==> src/rtfh_pkg.sv <==
`default_nettype none
package rtfh_pkg;

    localparam int Q_DEPTH = 4;
    localparam int Q_AW    = $clog2(Q_DEPTH);

    localparam logic [7:0] C_BSL = 8'h5C;
    localparam logic [7:0] C_P   = 8'h70;
    localparam logic [7:0] C_A   = 8'h61;
    localparam logic [7:0] C_R   = 8'h72;
    localparam logic [7:0] C_D   = 8'h64;
    localparam logic [7:0] C_Q   = 8'h71;
    localparam logic [7:0] C_C   = 8'h63;
    localparam logic [7:0] C_SP  = 8'h20;
    localparam logic [7:0] C_NL  = 8'h0A;

    localparam logic [71:0] S_CLOSE = "</CENTER>";
    localparam logic [71:0] S_OPEN  = "<CENTER>";
    localparam logic [71:0] S_BR    = "<br>\n";

    typedef enum logic [2:0] {
        K_COPY,
        K_END,
        K_BR,
        K_OPEN,
        K_CLOSE
    } t_kind;

    typedef struct packed {
        t_kind      kind;
        logic [7:0] ch;
    } t_tok;

    function automatic logic [3:0] str_len(input t_kind k);
        case (k)
            K_CLOSE: return 4'd9;
            K_OPEN:  return 4'd8;
            K_BR:    return 4'd5;
            default: return 4'd1;
        endcase
    endfunction

    function automatic logic [7:0] str_char(input t_kind k, input logic [3:0] idx);
        logic [71:0] s;
        logic [3:0]  rem;
        case (k)
            K_CLOSE: s = S_CLOSE;
            K_OPEN:  s = S_OPEN;
            K_BR:    s = S_BR;
            default: s = '0;
        endcase
        rem = str_len(k) - 4'd1 - idx;
        return s[{rem, 3'b000} +: 8];
    endfunction

endpackage
`default_nettype wire

==> src/rtfh_fifo.sv <==
`default_nettype none
module rtfh_fifo (
    input  wire               i_clk,
    input  wire               i_rst_n,
    input  wire               i_wr,
    input  rtfh_pkg::t_tok    i_wr_tok,
    output logic              o_full,
    input  wire               i_rd,
    output rtfh_pkg::t_tok    o_rd_tok,
    output logic              o_empty
);
    import rtfh_pkg::*;

    t_tok            r_mem [Q_DEPTH];
    logic [Q_AW-1:0] r_wp, r_rp;
    logic [Q_AW:0]   r_cnt;

    assign o_full   = (r_cnt == (Q_AW+1)'(Q_DEPTH));
    assign o_empty  = (r_cnt == '0);
    assign o_rd_tok = r_mem[r_rp];

    always_ff @(posedge i_clk) begin
        if (i_wr) begin
            r_mem[r_wp] <= i_wr_tok;
        end
        if (!i_rst_n) begin
            r_wp  <= '0;
            r_rp  <= '0;
            r_cnt <= '0;
        end else begin
            if (i_wr) begin
                r_wp <= r_wp + 1'b1;
            end
            if (i_rd) begin
                r_rp <= r_rp + 1'b1;
            end
            case ({i_wr, i_rd})
                2'b10:   r_cnt <= r_cnt + 1'b1;
                2'b01:   r_cnt <= r_cnt - 1'b1;
                default: r_cnt <= r_cnt;
            endcase
        end
    end
endmodule
`default_nettype wire

==> src/rtfh_front.sv <==
`default_nettype none
module rtfh_front (
    input  wire               i_clk,
    input  wire               i_rst_n,
    input  wire               i_push,
    output logic              o_full,
    input  wire  [7:0]        i_in_byte,
    input  wire               i_is_final,
    input  wire               i_q_full,
    output logic              o_q_wr,
    output rtfh_pkg::t_tok    o_q_tok
);
    import rtfh_pkg::*;

    logic [7:0] r_win [5];
    logic [2:0] r_cnt;
    logic [2:0] r_skip;
    logic       r_ctr;
    logic       r_flush;

    logic [7:0] dw [5];
    logic       accept, do_dec, end_emit;
    logic       tv, n_ctr;
    logic [2:0] n_skip;
    t_tok       tk;

    assign o_full   = r_flush || i_q_full;
    assign accept   = i_push && !o_full;
    assign do_dec   = (accept && !i_is_final && r_cnt == 3'd4)
                   || (r_flush && !i_q_full && r_cnt != 3'd0);
    assign end_emit = r_flush && !i_q_full && r_cnt == 3'd0;

    always_comb begin
        for (int i = 0; i < 4; i++) begin
            dw[i] = r_win[i];
        end
        dw[4] = r_flush ? r_win[4] : i_in_byte;
    end

    // head decision: command match against the five-byte window
    always_comb begin
        tv      = 1'b0;
        tk.kind = K_COPY;
        tk.ch   = dw[0];
        n_skip  = r_skip;
        n_ctr   = r_ctr;
        if (r_skip != 3'd0) begin
            n_skip = r_skip - 3'd1;
        end else if (dw[0] == C_BSL && dw[1] == C_P && dw[2] == C_A
                     && dw[3] == C_R && dw[4] == C_D) begin
            n_skip = 3'd4;
            if (r_ctr) begin
                tv      = 1'b1;
                tk.kind = K_CLOSE;
                n_ctr   = 1'b0;
            end
        end else if (dw[0] == C_BSL && dw[1] == C_P && dw[2] == C_A && dw[3] == C_R) begin
            n_skip  = 3'd3;
            tv      = 1'b1;
            tk.kind = K_BR;
        end else if (dw[0] == C_BSL && (dw[1] == C_SP || dw[1] == C_NL)) begin
            n_skip = 3'd1;
        end else if (dw[0] == C_BSL && dw[1] == C_Q && dw[2] == C_C) begin
            n_skip = 3'd2;
            if (!r_ctr) begin
                tv      = 1'b1;
                tk.kind = K_OPEN;
                n_ctr   = 1'b1;
            end
        end else begin
            tv = 1'b1;
        end
    end

    always_comb begin
        o_q_wr = (do_dec && tv) || end_emit;
        if (end_emit) begin
            o_q_tok.kind = K_END;
            o_q_tok.ch   = 8'h00;
        end else begin
            o_q_tok = tk;
        end
    end

    always_ff @(posedge i_clk) begin
        if (!i_rst_n || end_emit) begin
            for (int i = 0; i < 5; i++) begin
                r_win[i] <= 8'h00;
            end
            r_cnt   <= '0;
            r_skip  <= '0;
            r_ctr   <= 1'b0;
            r_flush <= 1'b0;
        end else if (r_flush) begin
            if (do_dec) begin
                for (int i = 0; i < 4; i++) begin
                    r_win[i] <= r_win[i+1];
                end
                r_win[4] <= 8'h00;
                r_cnt    <= r_cnt - 3'd1;
                r_skip   <= n_skip;
                r_ctr    <= n_ctr;
            end
        end else if (accept) begin
            if (i_is_final || r_cnt != 3'd4) begin
                r_win[r_cnt] <= i_in_byte;
                r_cnt        <= r_cnt + 3'd1;
                r_flush      <= i_is_final;
            end else begin
                for (int i = 0; i < 3; i++) begin
                    r_win[i] <= r_win[i+1];
                end
                r_win[3] <= i_in_byte;
                r_skip   <= n_skip;
                r_ctr    <= n_ctr;
            end
        end
    end
endmodule
`default_nettype wire

==> src/rtfh_back.sv <==
`default_nettype none
module rtfh_back (
    input  wire               i_clk,
    input  wire               i_rst_n,
    input  rtfh_pkg::t_tok    i_q_tok,
    input  wire               i_q_empty,
    output logic              o_q_rd,
    output logic              o_empty,
    input  wire               i_pop,
    output logic [7:0]        o_out_byte,
    output logic              o_end_of_text
);
    import rtfh_pkg::*;

    logic       r_act;
    t_kind      r_kind;
    logic [3:0] r_idx;
    logic       r_out_valid;
    logic [7:0] r_out_byte;
    logic       r_out_end;

    logic adv;

    assign o_empty       = !r_out_valid;
    assign o_out_byte    = r_out_byte;
    assign o_end_of_text = r_out_end;
    assign adv           = !r_out_valid || i_pop;
    assign o_q_rd        = adv && !r_act && !i_q_empty;

    always_ff @(posedge i_clk) begin
        if (!i_rst_n) begin
            r_act       <= 1'b0;
            r_kind      <= K_COPY;
            r_idx       <= '0;
            r_out_valid <= 1'b0;
            r_out_byte  <= 8'h00;
            r_out_end   <= 1'b0;
        end else if (adv) begin
            if (r_act) begin
                r_out_valid <= 1'b1;
                r_out_byte  <= str_char(r_kind, r_idx);
                r_out_end   <= 1'b0;
                r_idx       <= r_idx + 4'd1;
                r_act       <= (r_idx != str_len(r_kind) - 4'd1);
            end else if (!i_q_empty) begin
                r_out_valid <= 1'b1;
                r_out_end   <= (i_q_tok.kind == K_END);
                case (i_q_tok.kind)
                    K_COPY, K_END: begin
                        r_out_byte <= i_q_tok.ch;
                    end
                    default: begin
                        r_out_byte <= str_char(i_q_tok.kind, 4'd0);
                        r_kind     <= i_q_tok.kind;
                        r_idx      <= 4'd1;
                        r_act      <= 1'b1;
                    end
                endcase
            end else begin
                r_out_valid <= 1'b0;
            end
        end
    end
endmodule
`default_nettype wire

==> src/rtf_subset_to_html_stream_core.sv <==
// After the decision on a byte, its token is written to the token queue; its first
// output byte is then registered in the output stage. A byte is decided once four
// later bytes or the final one have arrived. Throughput: 1 byte per cycle in and out
// for plain text while the queue has room and output is popped; each tag's string is
// sent one byte at a time. A final transaction stalls input while held bytes flush.
// Reset (synchronous, active low) empties the queue and clears window and flag.
`default_nettype none
module rtf_subset_to_html_stream_core (
    input  wire        i_clk,
    input  wire        i_rst_n,
    input  wire        push,
    output logic       full,
    input  wire  [7:0] i_in_byte,
    input  wire        i_is_final,
    output logic       empty,
    input  wire        pop,
    output logic [7:0] o_out_byte,
    output logic       o_end_of_text
);
    import rtfh_pkg::*;

    logic q_wr, q_full, q_rd, q_empty;
    t_tok q_wr_tok, q_rd_tok;

    rtfh_front u_front (
        .i_clk      (i_clk),
        .i_rst_n    (i_rst_n),
        .i_push     (push),
        .o_full     (full),
        .i_in_byte  (i_in_byte),
        .i_is_final (i_is_final),
        .i_q_full   (q_full),
        .o_q_wr     (q_wr),
        .o_q_tok    (q_wr_tok)
    );

    rtfh_fifo u_fifo (
        .i_clk    (i_clk),
        .i_rst_n  (i_rst_n),
        .i_wr     (q_wr),
        .i_wr_tok (q_wr_tok),
        .o_full   (q_full),
        .i_rd     (q_rd),
        .o_rd_tok (q_rd_tok),
        .o_empty  (q_empty)
    );

    rtfh_back u_back (
        .i_clk         (i_clk),
        .i_rst_n       (i_rst_n),
        .i_q_tok       (q_rd_tok),
        .i_q_empty     (q_empty),
        .o_q_rd        (q_rd),
        .o_empty       (empty),
        .i_pop         (pop),
        .o_out_byte    (o_out_byte),
        .o_end_of_text (o_end_of_text)
    );

    a_no_overflow: assert property (@(posedge i_clk) disable iff (!i_rst_n)
        !(q_wr && q_full))
        else $error("token queue written while full");

    a_no_underflow: assert property (@(posedge i_clk) disable iff (!i_rst_n)
        !(q_rd && q_empty))
        else $error("token queue read while empty");

    a_end_is_zero: assert property (@(posedge i_clk) disable iff (!i_rst_n)
        (!empty && o_end_of_text) |-> (o_out_byte == 8'h00))
        else $error("terminator byte is not zero");

endmodule
`default_nettype wire
==> config.mk <==
export PLATFORM = sky130hd
export DESIGN_NAME = rtf_subset_to_html_stream_core
export DESIGN_NICKNAME = d
export VERILOG_FILES = /design/src/rtfh_pkg.sv /design/src/rtfh_fifo.sv /design/src/rtfh_front.sv /design/src/rtfh_back.sv /design/src/rtf_subset_to_html_stream_core.sv
export SDC_FILE = /design/constraint.sdc
export NUM_CORES = 1
export LEC_CHECK = 0
export ABC_AREA = 1
export BUFFER_PORTS_ARGS = -buffer_cell sky130_fd_sc_hd__buf_2
export CAP_MARGIN = 30
export CORE_MARGIN = 10
export CORE_UTILIZATION = 30
export DETAILED_ROUTE_END_ITERATION = 7
export MAX_ROUTING_LAYER = met4
export PLACE_DENSITY = 0.58
export SETUP_SLACK_MARGIN = 0.5
export SLEW_MARGIN = 5
export SYNTH_ARGS = -nofsm -noshare
export SYNTH_HDL_FRONTEND = slang
export SYNTH_HIERARCHICAL = 1
export SYNTH_SLANG_ARGS = --single-unit
==> constraint.sdc <==
create_clock -name i_clk -period 2.6 [get_ports i_clk]
set_input_delay 0.39 -clock i_clk [delete_from_list [all_inputs] [get_ports i_clk]]
set_output_delay 0.39 -clock i_clk [all_outputs]
set_load 0.02 [all_outputs]
After elaboration in Yosys (flattened, before gate mapping)
Memory sizes are Yosys's and may differ from the RTL's. A register that Yosys moved wholly into a read port is not among the register bits.
Cells that the tools add are included.
- register bits: 33
- RAM bits: 84
- output and inout bits: 11
- logic and storage cells: 218
- memories kept: 2
- add/subtract/negate cells: 11
- equal/unequal tests: 26
- shift-type cells: 2
- mux-type cells: 107
- bitwise operators: 12
- reductions and logical operators: 45
- memories (name ; depth ; bits a word ; rd ports ; clocked after Yosys merged registers in ; wr ports ; line ; RTL):
    u_fifo.r_mem ; 4 ; 11 ; 1 ; 1 ; 1 ; rtfh_fifo.sv:14 ; t_tok r_mem [Q_DEPTH];
    u_front.r_win ; 5 ; 8 ; 5 ; 0 ; 5 ; rtfh_front.sv:15 ; logic [7:0] r_win [5];
- operator list (kind ; number):
    $mux W72 ; 8
    $pmux W70 S3 ; 2
    $shiftx A72 B8 Y8 ; 2
    $mux W8 ; 14
    $mux W3 ; 20
    $eq A8 B7 Y1 const B ; 7
    $mux W1 ; 45
    $mux W4 ; 11
    $pmux W4 S3 ; 2
    $logic_and A1 B1 Y1 ; 16
    $eq A3 B2 Y1 const B ; 4
    $eq A3 B3 Y1 const B ; 4
    $mux W11 ; 1
    $logic_not A3 Y1 ; 3
    $or A1 B1 Y1 ; 9
    $reduce_and A3 Y1 ; 3
    $sub A3 B1 Y3 const B ; 3
    $eq A8 B4 Y1 const B ; 1
    $eq A8 B6 Y1 const B ; 1
    $reduce_or A8 Y1 ; 1
    $sub A4 B1 Y4 const B ; 2
    $logic_not A1 Y1 ; 7
    $logic_or A1 B1 Y1 ; 7
    $add A3 B1 Y3 const B ; 2
    other kinds (18) ; 28

Logic depth before layout (Yosys ltp)
- depth in word-level cells: 14
- gate-level depth with buffers: 20
- mapped depth without buffers: 20

By module
The synthesis kept the hierarchy.
- by module, submodules not included (module ; instances ; cells each ; area an instance (µm²) ; sequential area each (µm²)):
    rtfh_front ; 1 ; 372 ; 2930.3 ; 1361.3
    rtfh_fifo ; 1 ; 164 ; 2070.7 ; 1501.4
    rtfh_back ; 1 ; 204 ; 1367.6 ; 360.3

Least setup slack after synthesis
No wires, ideal clock.
- kind: reg2reg
- start point: register u_fifo.r_cnt[2]
- end point: register u_fifo.r_cnt[2]
- library setup time: 110 ps
- arrival time: 2312 ps
- required time: 2490 ps
- path slack: 178 ps
- stages on the path, launching flop included: 20
- period minus slack after synthesis: 2422 ps
- cells stage by stage: dfxtp_1 > inv_1 > nor3_1 > nor2_4 > nand2_1 > inv_2 > nor2_1 > nor2_1 > nand2_1 > nand2_1 > inv_2 > ha_1 > inv_1 > fa_1 > inv_1 > nand2_1 > nand3_1 > nand2_1 > inv_1 > nor2_1
- word-level cells in the longest chain between the ends: 11
- elaborated cells on any way between the ends: 22
- those cells by class: add/sub: 2; eq/ne: 3; mux: 1; reduce/logical: 16
- ends and longest elaborated chain (item ; line ; RTL):
    start: declaration ; rtfh_fifo.sv:16 ; logic [Q_AW:0] r_cnt;
    start signal: assignment ; rtfh_fifo.sv:38 ; 2'b10: r_cnt <= r_cnt + 1'b1;
    start signal: assignment ; rtfh_fifo.sv:39 ; 2'b01: r_cnt <= r_cnt - 1'b1;
    start signal: assignment ; rtfh_fifo.sv:40 ; default: r_cnt <= r_cnt;
    $eq A3 B3 Y1 (*) ; rtfh_fifo.sv:18 ; assign o_full = (r_cnt == (Q_AW+1)'(Q_DEPTH));
    named net q_full ; rtf_subset_to_html_stream_core.sv:22 ; logic q_wr, q_full, q_rd, q_empty;
    $logic_or A1 B1 Y1 ; rtfh_front.sv:27 ; assign o_full = r_flush || i_q_full;
    $logic_not A1 Y1 ; rtfh_front.sv:28 ; assign accept = i_push && !o_full;
    $logic_and A1 B1 Y1 ; rtfh_front.sv:28 ;
    $logic_and A1 B1 Y1 (2 in a row) ; rtfh_front.sv:29 ; assign do_dec = (accept && !i_is_final && r_cnt == 3'd4)
    $logic_or A1 B1 Y1 ; rtfh_front.sv:30 ; || (r_flush && !i_q_full && r_cnt != 3'd0);
    $logic_and A1 B1 Y1 ; rtfh_front.sv:76 ; o_q_wr = (do_dec && tv) || end_emit;
    $logic_or A1 B1 Y1 (*) ; rtfh_front.sv:76 ;
    named net q_wr ; rtf_subset_to_html_stream_core.sv:22 ;
    $eq A2 B1 Y1 or $eq A2 B2 Y1 (tied branches) ; rtfh_fifo.sv:37 ; case ({i_wr, i_rd})
    $pmux W3 S2 or $reduce_bool A2 Y1 (tied branches) ; - ;
The timed path passes the listed nets; every way through them passes the cells marked *.
A chain may end at the register's enable or synchronous reset.

==> results.sh <==
export IMPL_syn_nets=767
export IMPL_path_max_fanout=3
export IMPL_nFillCells=2108
export IMPL_antenna_found_initial=0
export IMPL_crit_family="simple AND/OR/NAND/NOR gates"
export IMPL_min_period_ps=2310
export IMPL_syn_inst=740
export IMPL_drtPass1Iterations=5
export IMPL_power_mw=8.98
export IMPL_antenna_left=0
export IMPL_finalSetupViolCount=0
export IMPL_worst_pin_slew_ps=526
export IMPL_relSlewSlack_pct=64.9
export IMPL_drt_iter0_drc=456
export IMPL_cts_made_buffers=17
export IMPL_synth_edf_count=84
export IMPL_crit_cells=17
export IMPL_timing_fmax_mhz=432
export IMPL_vdd_drop_max_uv=514
export IMPL_place_gp_congestion=0.898
export IMPL_num_io_pins=24
export IMPL_layout_drive_gt1_share_pct=28.1
export IMPL_rsz0062_at_grt="true"
export IMPL_cap_violations=0
export IMPL_insertion_delay_ps=410
export IMPL_die_area_sq_mm=0.0275
export IMPL_avgRoutedWirePerCell_um=14.0
export IMPL_yosysSeqAreaShare_pct=50.6
export IMPL_r2r_cells=17
export IMPL_min_path_cells=3
export IMPL_final_cell_mix="nand2_1, nor2_1, edfxtp_1"
export IMPL_critPathMaxStageDelay_ps=440
export IMPL_initial_core_util_pct=30.4
export IMPL_crit_end="u_fifo/r_cnt[2]$_SDFFE_PN0P_"
export IMPL_yosysTopAreaCell="edfxtp_1"
export IMPL_hold_path_class="in2reg"
export IMPL_multi_input_area_sq_mm=0.00288
export IMPL_drt_wl_total_mm=15.6
export IMPL_die_y_um=166
export IMPL_p_leak_nw=3.41
export IMPL_regToRegStartpoint="u_front/r_win[1][1]$_DFFE_PP_"
export IMPL_yosysTopAreaCellShare_pct=39.6
export IMPL_first_global_vias=5176
export IMPL_fin_skew_ps=8.95
export IMPL_die_w_um=166
export IMPL_grt_overflow=0
export IMPL_crit_arrival_ps=2660
export IMPL_num_nets_final=855
export IMPL_status="complete, no violations"
export IMPL_endpoint_kind="flip-flop"
export IMPL_cts_tree="built"
export IMPL_tns_ps=0
export IMPL_syn_area_sq_mm=0.00637
export IMPL_postCtsHoldBufs=0
export IMPL_clockRootBuffer="clkbuf_16"
export IMPL_reg2reg_slack_ps=290
export IMPL_powerDensity_mw_per_mm2=1090
export IMPL_antenna_cells=0
export IMPL_dp_hpwl_mm=10.8
export IMPL_startpoint="u_front/r_win[1][1]$_DFFE_PP_"
export IMPL_area_sequential_sq_mm=0.00324
export IMPL_mostFrequentLayoutCell="nand2_1"
export IMPL_vias=5338
export IMPL_core_area_sq_mm=0.0210
export IMPL_ys_ff_latch=119
export IMPL_syn_to_final_growth_pct=28.8
export IMPL_portBuffers=23
export IMPL_finalHoldViolations=0
export IMPL_cp_cell_sequence="inv_1 > nand2_1 > o21ai_0 > nand3_1 > nand3_2 > nand3_2 > nand2_2 > nand2_4 > inv_4 > ha_4 > inv_4 > fa_2 > inv_2 > nand2_2 > nand4_1 > nand2_1 > nor2_2"
export IMPL_drc=0
export IMPL_viasPerCell=4.78
export IMPL_cts_sinks=119
export IMPL_cp_start_kind="flip-flop"
export IMPL_critPathBufInv=4
export IMPL_path_class="reg2reg"
export IMPL_crit_required_ps=2950
export IMPL_slew_viol_final=0
export IMPL_grt_use_total_pct=11.3
export IMPL_syn_area_per_cell_sq_um=8.61
export IMPL_htree_levels=4
export IMPL_synthTopCellsByArea="edfxtp_1, dfxtp_1, nand2_1"
export IMPL_worstReg2RegEnd="u_fifo/r_cnt[2]$_SDFFE_PN0P_"
export IMPL_grt_start_max_net_pins=23
export IMPL_clk_path_buf_depth=2
export IMPL_ys_types=43
export IMPL_grt_pass1_wl_mm=25.3
export IMPL_crit_slowest_cell="edfxtp_1"
export IMPL_ys_async_sr_fraction_pct=0
export IMPL_fin_crit_sh_pct=89.0
export IMPL_yosysWarnings=6
export IMPL_clkTransAtPathRegs_ps=60
export IMPL_fp_row_count=53
export IMPL_synth_ff_type="edfxtp_1"
-- how the worst min path moves through the flow --
| stage | from | end | slack (ps) |
|---|---|---|---|
| final | i_is_final | u_front/r_flush$_SDFF_PP0_ | 260 |
| after global routing | i_is_final | u_front/r_flush$_SDFF_PP0_ | 250 |
| after CTS | i_is_final | u_front/r_flush$_SDFF_PP0_ | 230 |
| after detailed placement | u_fifo/r_rp[1]$_SDFFE_PN0P_ | flip-flop | 430 |
| after global placement | u_fifo/r_rp[1]$_SDFFE_PN0P_ | u_fifo/r_rp[1]$_SDFFE_PN0P_ | 430 |
| after floorplan | u_fifo/r_rp[1]$_SDFFE_PN0P_ | flip-flop | 410 |
-- area by class of cell --
cell class	instances	share of cell area, %
sequential	119	39.5
multi-input combinational	494	35.1
timing repair buffer	80	8.01
inverter	116	5.61
clock buffer	17	5.19
tap	275	4.20
clock inverter	15	2.44
-- state kept, by name, summed over array words and instances, names as in the netlist, named ones only --
register              flops
u_front/r_flush           1
u_fifo/r_cnt              3
u_front/r_ctr             1
u_front/r_cnt             3
u_fifo/r_mem             44
u_front/r_skip            3
u_fifo/r_wp               2
u_fifo/r_rp               2
u_front/r_win            40
u_back/r_act              1
u_back/o_out_byte         8
u_back/r_kind             3
u_back/r_idx              4
u_back/r_out_valid        1
u_back/o_end_of_text      1
-- cells in the mapped netlist, types with 2 or more instances --
library cell and count:
nand3_2 7, o22ai_1 32, nand3_1 38, edfxtp_1 84
nand2_1 140, nand2_4 9, o21ai_1 31, nor2_1 106
inv_2 18, buf_6 4, o21ai_0 36, nand4_2 3
a22oi_1 2, buf_2 2, inv_1 94, clkinv_1 2
nand3b_1 4, dfxtp_1 35, a21oi_1 25, nor2_4 6
fa_1 3, o31ai_1 2, ha_1 11, nand4_1 13
a21oi_2 3, nor3_1 8, nand2_2 3, buf_4 4
-- per-layer routing --
metal / share of wire, % / global-route usage [%] / up-vias
met2: 48 / 18.0 / 147
met3: 4.5 / 2.84 / 16
met1: 47 / 13.8 / 2504
met4: 1.0 / 3.62 / 0
met5: 0 / - / -
li1: - / - / 2671
-- tightest hold or removal path: stages --
cell and delay (ps):
buf_2 90, a21oi_1 60, nor2_1 80
-- logic make-up (layout without fill, tap and decap cells) --
logic type	after synthesis	after routing	share of synthesized area, %
fa+ha+maj	14	14	3.10
flops	119	119	50.6
simple gates	342	342	25.8
compound gates	136	136	11.9
xor+xnor	2	2	0.275
buf+inv	127	228	8.35
-- stage by stage --
| stage | cells | setup slack [ps] | hold WS [ps] | utilization, % | instance area [sq um] |
|---|---|---|---|---|---|
| finish | 1116 | 287 | 257 | 39.1 | 8200 |
| global route | 1116 | 112 | 249 | 39.1 | 8200 |
| CTS | 1106 | 297 | 228 | 37.5 | 7870 |
| detailed placement | 1043 | 168 | 432 | 32.9 | 6900 |
| global placement | 1043 | 220 | 427 | 32.9 | 6900 |
| floorplan | 740 | 440 | 412 | - | 6410 |
-- where the power goes --
part	leakage (nW)	switching (mW)	internal, mW
Sequential	1.11	0.261	2.52
Clock	0.310	0.888	1.61
Combinational	1.99	2.33	1.38
Total	3.41	3.47	5.50
-- timing repair --
| item | CTS | global route |
|---|---|---|
| resized for setup | 30 | 69 |
| hold endpoints to repair | 0 | 0 |
| setup endpoints to repair | 18 | 84 |
| pin swaps | 17 | 26 |
| buffers inserted | 31 | 8 |
| gates cloned | 0 | 2 |
Power figures use the tool's default switching activity.
